--- src/design/assert_macros.svh ---
// assertion helpers, clock and reset names are fixed by the using module
`ifndef ASSERT_MACROS_SVH
`define ASSERT_MACROS_SVH

`ifndef SYNTHESIS
`define ASSERT_CLK(lbl, prop) \
    lbl: assert property (@(posedge i_clk) disable iff (!i_rst_n) prop) \
        else $error("assertion failed");
`define ASSERT_NEVER(lbl, cond) \
    lbl: assert property (@(posedge i_clk) disable iff (!i_rst_n) !(cond)) \
        else $error("forbidden condition seen");
`else
`define ASSERT_CLK(lbl, prop)
`define ASSERT_NEVER(lbl, cond)
`endif

`endif

--- src/design/geb_pkg.sv ---
`default_nettype none
package geb_pkg;

    localparam int NUM_BTN   = 16;
    localparam int NUM_STICK = 4;
    localparam int STK_W     = 5;

    localparam logic [1:0] REQ_CMD    = 2'd0;
    localparam logic [1:0] REQ_SAMPLE = 2'd1;
    localparam logic [1:0] REQ_TICK   = 2'd2;

    localparam logic [1:0] CMD_BTN_EN = 2'd0;
    localparam logic [1:0] CMD_STICKS = 2'd1;
    localparam logic [1:0] CMD_PERIOD = 2'd2;

    localparam logic [7:0]  BYTE_NO_BTN   = 8'h80;
    localparam logic [3:0]  BTN_PREFIX    = 4'hF;
    localparam logic [15:0] FORCED_PREV   = 16'h00FF;
    localparam logic [15:0] MASK_RESET    = 16'hFFFF;
    localparam logic [5:0]  PERIOD_RESET  = 6'd15;

    typedef struct packed {
        logic [1:0]  req_type;
        logic [7:0]  cmd_byte;
        logic [15:0] button_bits;
        logic [7:0]  left_x;
        logic [7:0]  left_y;
        logic [7:0]  right_x;
        logic [7:0]  right_y;
    } t_in_word;

    typedef struct packed {
        logic [7:0] tx_byte;
        logic       last_of_run;
    } t_out_word;

    // one sample's worth of pending event bytes
    typedef struct packed {
        logic                              btn_zero;
        logic [NUM_BTN-1:0]                btn_mask;
        logic [NUM_STICK-1:0]              stk_mask;
        logic [NUM_STICK-1:0][STK_W-1:0]   stk_val;
    } t_job;

    typedef struct packed {
        logic push;
        logic full;
        logic pop;
        logic valid;
    } t_q_ctrl;

endpackage
`default_nettype wire

--- src/design/geb_front.sv ---
`default_nettype none
module geb_front (
    input  wire logic             i_clk,
    input  wire logic             i_rst_n,
    input  wire logic             i_valid,
    output logic                  o_ready,
    input  wire geb_pkg::t_in_word i_data,
    input  wire logic             i_q_full,
    output logic                  o_push,
    output geb_pkg::t_job         o_job
);
    import geb_pkg::*;

    logic [15:0] r_enable_mask, n_enable_mask;
    logic        r_sticks_on,   n_sticks_on;
    logic [5:0]  r_period_code, n_period_code;
    logic        r_poll_on,     n_poll_on;
    logic [15:0] r_idle_count,  n_idle_count;
    logic [15:0] r_prev_btn,    n_prev_btn;
    logic [NUM_STICK-1:0][STK_W-1:0] r_prev_stk, n_prev_stk;

    logic                            accept;
    logic [15:0]                     masked;
    logic                            btn_chg;
    logic [NUM_STICK-1:0][STK_W-1:0] stk_now;
    logic [NUM_STICK-1:0]            stk_chg;
    logic [15:0]                     tick_count;

    assign o_ready = !i_q_full;
    assign accept  = i_valid && o_ready;

    assign masked     = i_data.button_bits & r_enable_mask;
    assign btn_chg    = masked != r_prev_btn;
    assign stk_now[0] = i_data.left_x[7:3];
    assign stk_now[1] = i_data.left_y[7:3];
    assign stk_now[2] = i_data.right_x[7:3];
    assign stk_now[3] = i_data.right_y[7:3];
    assign tick_count = r_idle_count + 16'd1;

    always_comb begin
        for (int k = 0; k < NUM_STICK; k++) begin
            stk_chg[k] = r_sticks_on && (stk_now[k] != r_prev_stk[k]);
        end
    end

    always_comb begin
        o_job.btn_zero = btn_chg && (masked == '0);
        o_job.btn_mask = btn_chg ? masked : '0;
        o_job.stk_mask = stk_chg;
        o_job.stk_val  = stk_now;
        o_push = accept && (i_data.req_type == REQ_SAMPLE) && (btn_chg || (|stk_chg));
    end

    always_comb begin
        n_enable_mask = r_enable_mask;
        n_sticks_on   = r_sticks_on;
        n_period_code = r_period_code;
        n_poll_on     = r_poll_on;
        n_idle_count  = r_idle_count;
        n_prev_btn    = r_prev_btn;
        n_prev_stk    = r_prev_stk;
        if (accept) begin
            case (i_data.req_type)
                REQ_CMD: begin
                    case (i_data.cmd_byte[7:6])
                        CMD_BTN_EN: begin
                            if (!i_data.cmd_byte[5]) begin
                                n_enable_mask[i_data.cmd_byte[4:1]] = i_data.cmd_byte[0];
                            end
                        end
                        CMD_STICKS: begin
                            n_sticks_on = i_data.cmd_byte[0];
                        end
                        CMD_PERIOD: begin
                            n_period_code = i_data.cmd_byte[5:0];
                            n_poll_on     = i_data.cmd_byte[5:0] != '0;
                        end
                        default: begin
                        end
                    endcase
                end
                REQ_SAMPLE: begin
                    if (btn_chg) begin
                        n_prev_btn   = masked;
                        n_idle_count = '0;
                    end
                    for (int k = 0; k < NUM_STICK; k++) begin
                        if (stk_chg[k]) begin
                            n_prev_stk[k] = stk_now[k];
                        end
                    end
                end
                REQ_TICK: begin
                    n_idle_count = tick_count;
                    // count keeps running after the forced resend
                    if (r_poll_on && (tick_count == {2'b00, r_period_code, 8'h00})) begin
                        n_prev_btn = FORCED_PREV;
                    end
                end
                default: begin
                end
            endcase
        end
    end

    always_ff @(posedge i_clk) begin
        if (!i_rst_n) begin
            r_enable_mask <= MASK_RESET;
            r_sticks_on   <= 1'b0;
            r_period_code <= PERIOD_RESET;
            r_poll_on     <= 1'b1;
            r_idle_count  <= '0;
            r_prev_btn    <= '0;
            r_prev_stk    <= '0;
        end else begin
            r_enable_mask <= n_enable_mask;
            r_sticks_on   <= n_sticks_on;
            r_period_code <= n_period_code;
            r_poll_on     <= n_poll_on;
            r_idle_count  <= n_idle_count;
            r_prev_btn    <= n_prev_btn;
            r_prev_stk    <= n_prev_stk;
        end
    end

endmodule
`default_nettype wire

--- src/design/geb_queue.sv ---
`default_nettype none
module geb_queue (
    input  wire logic          i_clk,
    input  wire logic          i_rst_n,
    input  wire logic          i_push,
    input  wire geb_pkg::t_job i_job,
    input  wire logic          i_pop,
    output geb_pkg::t_q_ctrl   o_stat,
    output geb_pkg::t_job      o_job
);
    import geb_pkg::*;

    t_job       r_mem [2];
    logic       r_wr_ptr, n_wr_ptr;
    logic       r_rd_ptr, n_rd_ptr;
    logic [1:0] r_count,  n_count;
    logic       do_push;
    logic       do_pop;

    assign do_push = i_push && (r_count != 2'd2);
    assign do_pop  = i_pop && (r_count != 2'd0);

    always_comb begin
        o_stat.push  = do_push;
        o_stat.pop   = do_pop;
        o_stat.full  = r_count == 2'd2;
        o_stat.valid = r_count != 2'd0;
        o_job        = r_mem[r_rd_ptr];
        n_wr_ptr     = r_wr_ptr ^ do_push;
        n_rd_ptr     = r_rd_ptr ^ do_pop;
        n_count      = r_count + {1'b0, do_push} - {1'b0, do_pop};
    end

    always_ff @(posedge i_clk) begin
        if (do_push) begin
            r_mem[r_wr_ptr] <= i_job;
        end
    end

    always_ff @(posedge i_clk) begin
        if (!i_rst_n) begin
            r_wr_ptr <= 1'b0;
            r_rd_ptr <= 1'b0;
            r_count  <= '0;
        end else begin
            r_wr_ptr <= n_wr_ptr;
            r_rd_ptr <= n_rd_ptr;
            r_count  <= n_count;
        end
    end

endmodule
`default_nettype wire

--- src/design/geb_back.sv ---
`default_nettype none
module geb_back (
    input  wire logic          i_clk,
    input  wire logic          i_rst_n,
    input  wire logic          i_q_valid,
    input  wire geb_pkg::t_job i_job,
    output logic               o_pop,
    output logic               o_busy,
    output logic               o_valid,
    input  wire logic          i_ready,
    output geb_pkg::t_out_word o_data
);
    import geb_pkg::*;

    logic                 r_busy,    n_busy;
    t_job                 r_job,     n_job;
    logic                 r_valid,   n_valid;
    t_out_word            r_out,     n_out;

    logic                 emit;
    logic [3:0]           btn_idx;
    logic [1:0]           stk_idx;
    logic [NUM_BTN-1:0]   btn_rest;
    logic [NUM_STICK-1:0] stk_rest;
    logic                 rest_zero;
    logic                 rest_btn_zero;
    logic [7:0]           next_byte;

    assign emit  = r_busy && (!r_valid || i_ready);
    assign o_pop = !r_busy && i_q_valid;

    // lowest pending button and stick
    always_comb begin
        btn_idx = '0;
        for (int b = NUM_BTN - 1; b >= 0; b--) begin
            if (r_job.btn_mask[b]) begin
                btn_idx = 4'(b);
            end
        end
        stk_idx = '0;
        for (int k = NUM_STICK - 1; k >= 0; k--) begin
            if (r_job.stk_mask[k]) begin
                stk_idx = 2'(k);
            end
        end
    end

    always_comb begin
        btn_rest      = r_job.btn_mask;
        stk_rest      = r_job.stk_mask;
        rest_btn_zero = 1'b0;
        if (r_job.btn_zero) begin
            next_byte = BYTE_NO_BTN;
        end else if (r_job.btn_mask != '0) begin
            next_byte = {BTN_PREFIX, btn_idx};
            btn_rest  = r_job.btn_mask & (r_job.btn_mask - 16'd1);
        end else begin
            next_byte = {1'b0, stk_idx, r_job.stk_val[stk_idx]};
            stk_rest[stk_idx] = 1'b0;
        end
        rest_zero = !rest_btn_zero && (btn_rest == '0) && (stk_rest == '0);
    end

    always_comb begin
        n_busy  = r_busy;
        n_job   = r_job;
        n_valid = r_valid;
        n_out   = r_out;
        if (r_valid && i_ready) begin
            n_valid = 1'b0;
        end
        if (o_pop) begin
            n_busy = 1'b1;
            n_job  = i_job;
        end else if (emit) begin
            n_valid             = 1'b1;
            n_out.tx_byte       = next_byte;
            n_out.last_of_run   = rest_zero;
            n_job.btn_zero      = rest_btn_zero;
            n_job.btn_mask      = btn_rest;
            n_job.stk_mask      = stk_rest;
            n_busy              = !rest_zero;
        end
    end

    always_ff @(posedge i_clk) begin
        r_job <= n_job;
        r_out <= n_out;
    end

    always_ff @(posedge i_clk) begin
        if (!i_rst_n) begin
            r_busy  <= 1'b0;
            r_valid <= 1'b0;
        end else begin
            r_busy  <= n_busy;
            r_valid <= n_valid;
        end
    end

    assign o_busy  = r_busy;
    assign o_valid = r_valid;
    assign o_data  = r_out;

endmodule
`default_nettype wire

--- src/design/gamepad_event_byte_encoder.sv ---
// Gamepad event byte encoder. Commands and idle ticks take effect in the
// cycle they are accepted and emit nothing. A sample whose enabled buttons or
// enabled stick values changed becomes a job in a two-deep queue; the back end
// then sends one byte per cycle (0x80 or 0xF0|button for each pressed button,
// then changed sticks LX, LY, RX, RY as 0x00/0x20/0x40/0x60 | top 5 bits),
// flagging the last byte of the sample with last_of_run and pausing while the
// output is stalled. A job is loaded, then sent (at most 20 bytes), before the
// next is taken; input is held off only while the queue is full.
`default_nettype none
`include "assert_macros.svh"
module gamepad_event_byte_encoder (
    input  wire logic              i_clk,
    input  wire logic              i_rst_n,
    input  wire logic              i_valid,
    output logic                   o_ready,
    input  wire geb_pkg::t_in_word i_data,
    output logic                   o_valid,
    input  wire logic              i_ready,
    output geb_pkg::t_out_word     o_data
);
    import geb_pkg::*;

    t_job    fr_job;
    t_job    q_job;
    logic    fr_push;
    logic    bk_pop;
    logic    bk_busy;
    t_q_ctrl q_stat;

    geb_front u_front (
        .i_clk    (i_clk),
        .i_rst_n  (i_rst_n),
        .i_valid  (i_valid),
        .o_ready  (o_ready),
        .i_data   (i_data),
        .i_q_full (q_stat.full),
        .o_push   (fr_push),
        .o_job    (fr_job)
    );

    geb_queue u_queue (
        .i_clk   (i_clk),
        .i_rst_n (i_rst_n),
        .i_push  (fr_push),
        .i_job   (fr_job),
        .i_pop   (bk_pop),
        .o_stat  (q_stat),
        .o_job   (q_job)
    );

    geb_back u_back (
        .i_clk     (i_clk),
        .i_rst_n   (i_rst_n),
        .i_q_valid (q_stat.valid),
        .i_job     (q_job),
        .o_pop     (bk_pop),
        .o_busy    (bk_busy),
        .o_valid   (o_valid),
        .i_ready   (i_ready),
        .o_data    (o_data)
    );

    // a job is never dropped by the queue
    `ASSERT_NEVER(a_push_lost, fr_push && !q_stat.push)
    // a waiting byte that is not the last means the back end still has work
    `ASSERT_NEVER(a_run_cut, o_valid && !o_data.last_of_run && !bk_busy)
    // a popped job keeps the back end busy next cycle
    `ASSERT_CLK(a_pop_load, q_stat.pop |=> bk_busy)

endmodule
`default_nettype wire

--- config.mk ---
export PLATFORM = sky130hd
export DESIGN_NAME = gamepad_event_byte_encoder
export DESIGN_NICKNAME = d
export VERILOG_FILES = /design/src/design/geb_pkg.sv /design/src/design/geb_front.sv /design/src/design/geb_queue.sv /design/src/design/geb_back.sv /design/src/design/gamepad_event_byte_encoder.sv
export VERILOG_INCLUDE_DIRS = /design/src /design/src/design
export SDC_FILE = /design/constraint.sdc
export NUM_CORES = 1
export LEC_CHECK = 0
export ABC_AREA = 1
export BUFFER_PORTS_ARGS = -buffer_cell sky130_fd_sc_hd__buf_2
export CAP_MARGIN = 10
export CORE_ASPECT_RATIO = 1.25
export CORE_MARGIN = 4
export CORE_UTILIZATION = 65
export CTS_CLUSTER_DIAMETER = 80
export DETAILED_ROUTE_END_ITERATION = 7
export GPL_ROUTABILITY_DRIVEN = 0
export PLACE_DENSITY_LB_ADDON = 0.25
export SYNTH_ARGS = -nofsm -noshare
export SYNTH_HDL_FRONTEND = slang
export SYNTH_SLANG_ARGS = --single-unit
export TNS_END_PERCENT = 100
--- constraint.sdc ---
create_clock -name i_clk -period 8.97 [get_ports i_clk]
set_clock_uncertainty 0.2 [all_clocks]
set_input_delay 1.3455 -clock i_clk [delete_from_list [all_inputs] [get_ports i_clk]]
set_output_delay 1.3455 -clock i_clk [all_outputs]
set_load 0.1 [all_outputs]
==> impl_metrics.xml <==
<?xml version="1.0" encoding="UTF-8"?>
<metrics>
  <group name="run_status">
    <metric name="outcome" unit="">finished, final reports clean</metric>
  </group>
  <group name="place">
    <metric name="preCtsSetupSlack" unit="ns">5.00</metric>
    <metric name="port_buffers" unit="">60</metric>
    <metric name="hpwl" unit="microns">14300</metric>
  </group>
  <group name="yosys">
    <metric name="synth.cell_area" unit="sq mm">0.00996</metric>
    <metric name="synthDistinctLibCells" unit="">45</metric>
    <metric name="ys_warn_count" unit="">0</metric>
    <metric name="syn_avg_cell_area" unit="sq um">9.41</metric>
    <metric name="synthesis.nets" unit="">1128</metric>
    <metric name="postSynthCellCount" unit="">1058</metric>
    <metric name="synth_top_cells_by_area" unit="">edfxtp_1, dfxtp_1, nand2_1, inv_1, nor2_1</metric>
    <metric name="seq_area_frac_synth" unit="%">56.5</metric>
    <metric name="yosys.area.top_type_share" unit="%">39.8</metric>
    <metric name="synth_edf_count" unit="">132</metric>
    <metric name="async_reset_ff_share" unit="%">0</metric>
    <metric name="yosysTopAreaCell" unit="">edfxtp_1</metric>
    <metric name="yosys_most_used_dff" unit="">edfxtp_1</metric>
    <metric name="synth.ff_latch_count" unit="">215</metric>
  </group>
  <group name="timing">
    <metric name="hold-worst-slack" unit="ns">0.270</metric>
    <metric name="timing_hold_violations_final" unit="">0</metric>
    <metric name="timing.slew.headroom" unit="%">25.5</metric>
    <metric name="setup_total_negative_slack" unit="ns">0</metric>
    <metric name="max_clock_freq" unit="GHz">0.290</metric>
    <metric name="rsz_0062_raised_after_global_routing" unit="">no</metric>
    <metric name="final_min_period_over_clock_period" unit="%">38.5</metric>
    <metric name="slew_viol_final" unit="">0</metric>
    <metric name="max_slew.worst_pin.slew" unit="ns">1.12</metric>
    <metric name="report.final.setup_viol" unit="">0</metric>
    <metric name="post-route-min-period" unit="ns">3.45</metric>
    <metric name="final.setup.worst_slack" unit="ns">5.52</metric>
  </group>
  <group name="critical_path">
    <metric name="worst_ep_required_time" unit="ns">8.87</metric>
    <metric name="worstSetupEndpoint" unit="">u_queue.r_mem[0][7]</metric>
    <metric name="critPathLaunchType" unit="">input port</metric>
    <metric name="critical_path.most_common_cell" unit="">inv_1</metric>
    <metric name="r2r_end" unit="">u_queue.r_mem[0][7]</metric>
    <metric name="regToRegSetupSlack" unit="ns">6.20</metric>
    <metric name="end_kind" unit="">flip-flop</metric>
    <metric name="crit_path_cell_trace" unit="">buf_2 &gt; inv_1 &gt; ha_1 &gt; inv_1 &gt; nor2_1 &gt; buf_4 &gt; o21a_1 &gt; ha_2</metric>
    <metric name="worst-endpoint-arrival" unit="ns">3.35</metric>
    <metric name="crit_slowest_cell" unit="">ha_2</metric>
    <metric name="cp_slowest_stage_delay" unit="ns">0.90</metric>
    <metric name="path_class" unit="">input port to flip-flop</metric>
    <metric name="critical_path_depth" unit="">8</metric>
    <metric name="timing.critical_path.fanout_max" unit="">41</metric>
    <metric name="worst_setup_path_startpoint" unit="">i_data[57]</metric>
    <metric name="crit_family" unit="">adder cells</metric>
    <metric name="worstRegToRegCells" unit="">7</metric>
    <metric name="worstReg2RegStart" unit="">u_queue.r_count[0]</metric>
    <metric name="cp.buffers_inverters" unit="">4</metric>
  </group>
  <group name="global_route">
    <metric name="globalRouteOverflowTotal" unit="">0</metric>
    <metric name="initial_antenna_violation_count" unit="">1</metric>
    <metric name="global_route.usage.total" unit="%">23.4</metric>
    <metric name="via_count_of_the_first_global_routing_pass" unit="">7022</metric>
    <metric name="largest_net_degree_at_the_start_of_global_routing" unit="">56</metric>
    <metric name="global_route_wire_length_before_repair" unit="microns">33500</metric>
  </group>
  <group name="final_layout">
    <metric name="drive_gt1_share" unit="%">15.7</metric>
    <metric name="finish.net_count" unit="">1186</metric>
    <metric name="layout-area-overhead-vs-synth" unit="%">11.1</metric>
    <metric name="final.fill_count" unit="">1081</metric>
  </group>
  <group name="power_and_ir_drop">
    <metric name="leakagePower" unit="nW">4.27</metric>
    <metric name="pwr_density" unit="mW/mm^2">259</metric>
    <metric name="vdd.ir_drop.worst" unit="V">0.000168</metric>
  </group>
  <group name="min_path">
    <metric name="min_path_type" unit="">flip-flop to flip-flop</metric>
  </group>
  <group name="clock_tree">
    <metric name="numCtsBuffers" unit="">21</metric>
    <metric name="cts.clk_slew.worst_paths" unit="ns">0.06</metric>
    <metric name="cts-root-to-sink-buffers" unit="">3</metric>
    <metric name="post_cts.repair.setup_buffers" unit="">0</metric>
    <metric name="cts.repair.resized" unit="">0</metric>
    <metric name="clock-sinks" unit="">215</metric>
    <metric name="tritoncts" unit="">done</metric>
    <metric name="clk_tree_root_cell" unit="">clkbuf_16</metric>
    <metric name="cts_hold_repair.buffers" unit="">0</metric>
    <metric name="clock_latency" unit="ns">0.49</metric>
    <metric name="cts_htree_levels" unit="">1</metric>
  </group>
  <group name="route">
    <metric name="initialDrtViolationCount" unit="">682</metric>
    <metric name="via_count" unit="">7411</metric>
    <metric name="wire_length_per_cell_after_detailed_routing" unit="microns">15.5</metric>
    <metric name="viasPerCell" unit="">5.64</metric>
    <metric name="drtPass1Iterations" unit="">5</metric>
    <metric name="detail-route-antenna-nets" unit="">0</metric>
    <metric name="finalWirelength" unit="microns">20400</metric>
    <metric name="drc" unit="">0</metric>
  </group>
  <group name="floorplan">
    <metric name="design.portCount" unit="">73</metric>
    <metric name="initial_core_util" unit="%">66.3</metric>
    <metric name="die-area" unit="sq mm">0.0174</metric>
    <metric name="die-height" unit="microns">146</metric>
    <metric name="fp-row-count" unit="">50</metric>
    <metric name="floorplan.die.width" unit="microns">119</metric>
    <metric name="fp.coreArea" unit="sq mm">0.0150</metric>
  </group>
  <group name="run">
    <metric name="max-cap-violations" unit="">0</metric>
  </group>
</metrics>
-- kinds of logic after synthesis --
group,after synthesis,share of synthesized area [%]
AND/OR/NAND/NOR,449,20.3
AO/OA/AOI/OAI,184,10.9
XOR/XNOR,24,2.11
adder cells (fa/ha/maj),8,1.01
buffers and inverters,145,5.50
flip-flops,215,56.5
multiplexers,33,3.68
-- routing by layer --
layer  GRT usage [%]  wire (microns)  vias up
met4            7.59             421        0
met5               0               0        -
met1            29.7            8620     3454
met3            2.83             910       36
li1                -               -     3745
met2            41.8           10500      176
-- layout make-up --
class / count / area (sq um) / area share [%]
sequential: 215 / 5630 / 50.9
multi-input combinational: 698 / 3800 / 34.4
clock buffer: 29 / 598 / 5.41
inverter: 117 / 439 / 3.97
timing repair buffer: 63 / 323 / 2.92
tap: 182 / 228 / 2.06
clock inverter: 8 / 41.3 / 0.373
antenna: 1 / 2.50 / 0.0226
-- worst min path at each step --
stage | start | end | depth (start not counted)
floorplan | u_front.r_prev_btn[6] | u_front.r_prev_btn[6] | 2
global placement | u_queue.r_rd_ptr | flip-flop | 2
detailed placement | u_front.r_prev_btn[6] | u_front.r_prev_btn[6] | 2
CTS | u_front.r_prev_stk[5] | u_front.r_prev_stk[5] | 2
global route | u_front.r_prev_stk[5] | u_front.r_prev_stk[5] | 2
finish | u_front.r_prev_btn[6] | u_front.r_prev_btn[6] | 2
-- cells in the final DEF, fill, tap and decap left out, types with 9 or more instances in the layout --
cell	instances
nand2_1	223
edfxtp_1	132
inv_1	105
nor2_1	92
dfxtp_1	82
a21oi_1	66
nand3_1	61
o21ai_0	60
buf_2	60
mux2_2	29
clkbuf_16	22
nand4_1	21
o311ai_0	16
o211ai_1	13
xor2_1	12
xnor2_1	12
nor2_2	10
or2_2	10
inv_2	9
-- cells in the mapped netlist, types with 2 or more instances --
cell	count
a21oi_1	67
nand3b_1	7
inv_1	106
inv_2	9
xnor2_1	12
o21ai_1	3
nor4_1	5
nor2_4	3
nand2_1	223
mux2i_1	4
nand2_4	2
nand3_1	61
nor2_2	10
nand2_2	4
mux2_2	29
xor2_1	12
nand3_2	2
a31oi_1	3
clkbuf_1	21
nor2_1	92
ha_1	8
dfxtp_1	83
o21bai_1	2
o21ai_0	60
buf_1	4
buf_2	3
nor3_1	4
o31ai_1	7
edfxtp_1	132
o311ai_0	16
clkinv_1	2
nand4_1	21
o32ai_1	2
or2_2	10
o211ai_1	13
o21ai_2	7
-- worst reg2reg max path, stage by stage (launching register included) --
cell     delay (ns)
dfxtp_1        0.32
inv_2          0.06
nand2_1        0.12
nand2_1        0.15
nor2_1         0.12
buf_4          0.27
o21a_1         0.23
ha_2           0.90
-- through the flow --
stage | area, sq um | utilization (%) | power [W] | std cells
floorplan | 9960 | - | 0.00189 | 1058
finish | 11100 | 73.7 | 0.00287 | 1313
global placement | 10400 | 69.4 | 0.00204 | 1275
detailed placement | 10400 | 69.4 | 0.00207 | 1275
global route | 11100 | 73.7 | 0.00302 | 1313
CTS | 11100 | 73.7 | 0.00288 | 1312
-- state kept, by name (all words and copies together) (netlist names), 2 cells and up, named ones only --
name / cells
u_queue.r_mem: 82
u_back.r_job: 41
u_front.r_prev_stk: 20
u_front.r_enable_mask: 16
u_front.r_idle_count: 16
u_front.r_prev_btn: 16
u_back.o_data: 9
u_front.r_period_code: 6
u_queue.r_count: 2
-- where the power goes --
group	switching, W	internal (W)
logic	0.000476	0.000215
clock network	0.000349	0.000466
registers	0.000115	0.00125
(Power assumes the default switching activity.)
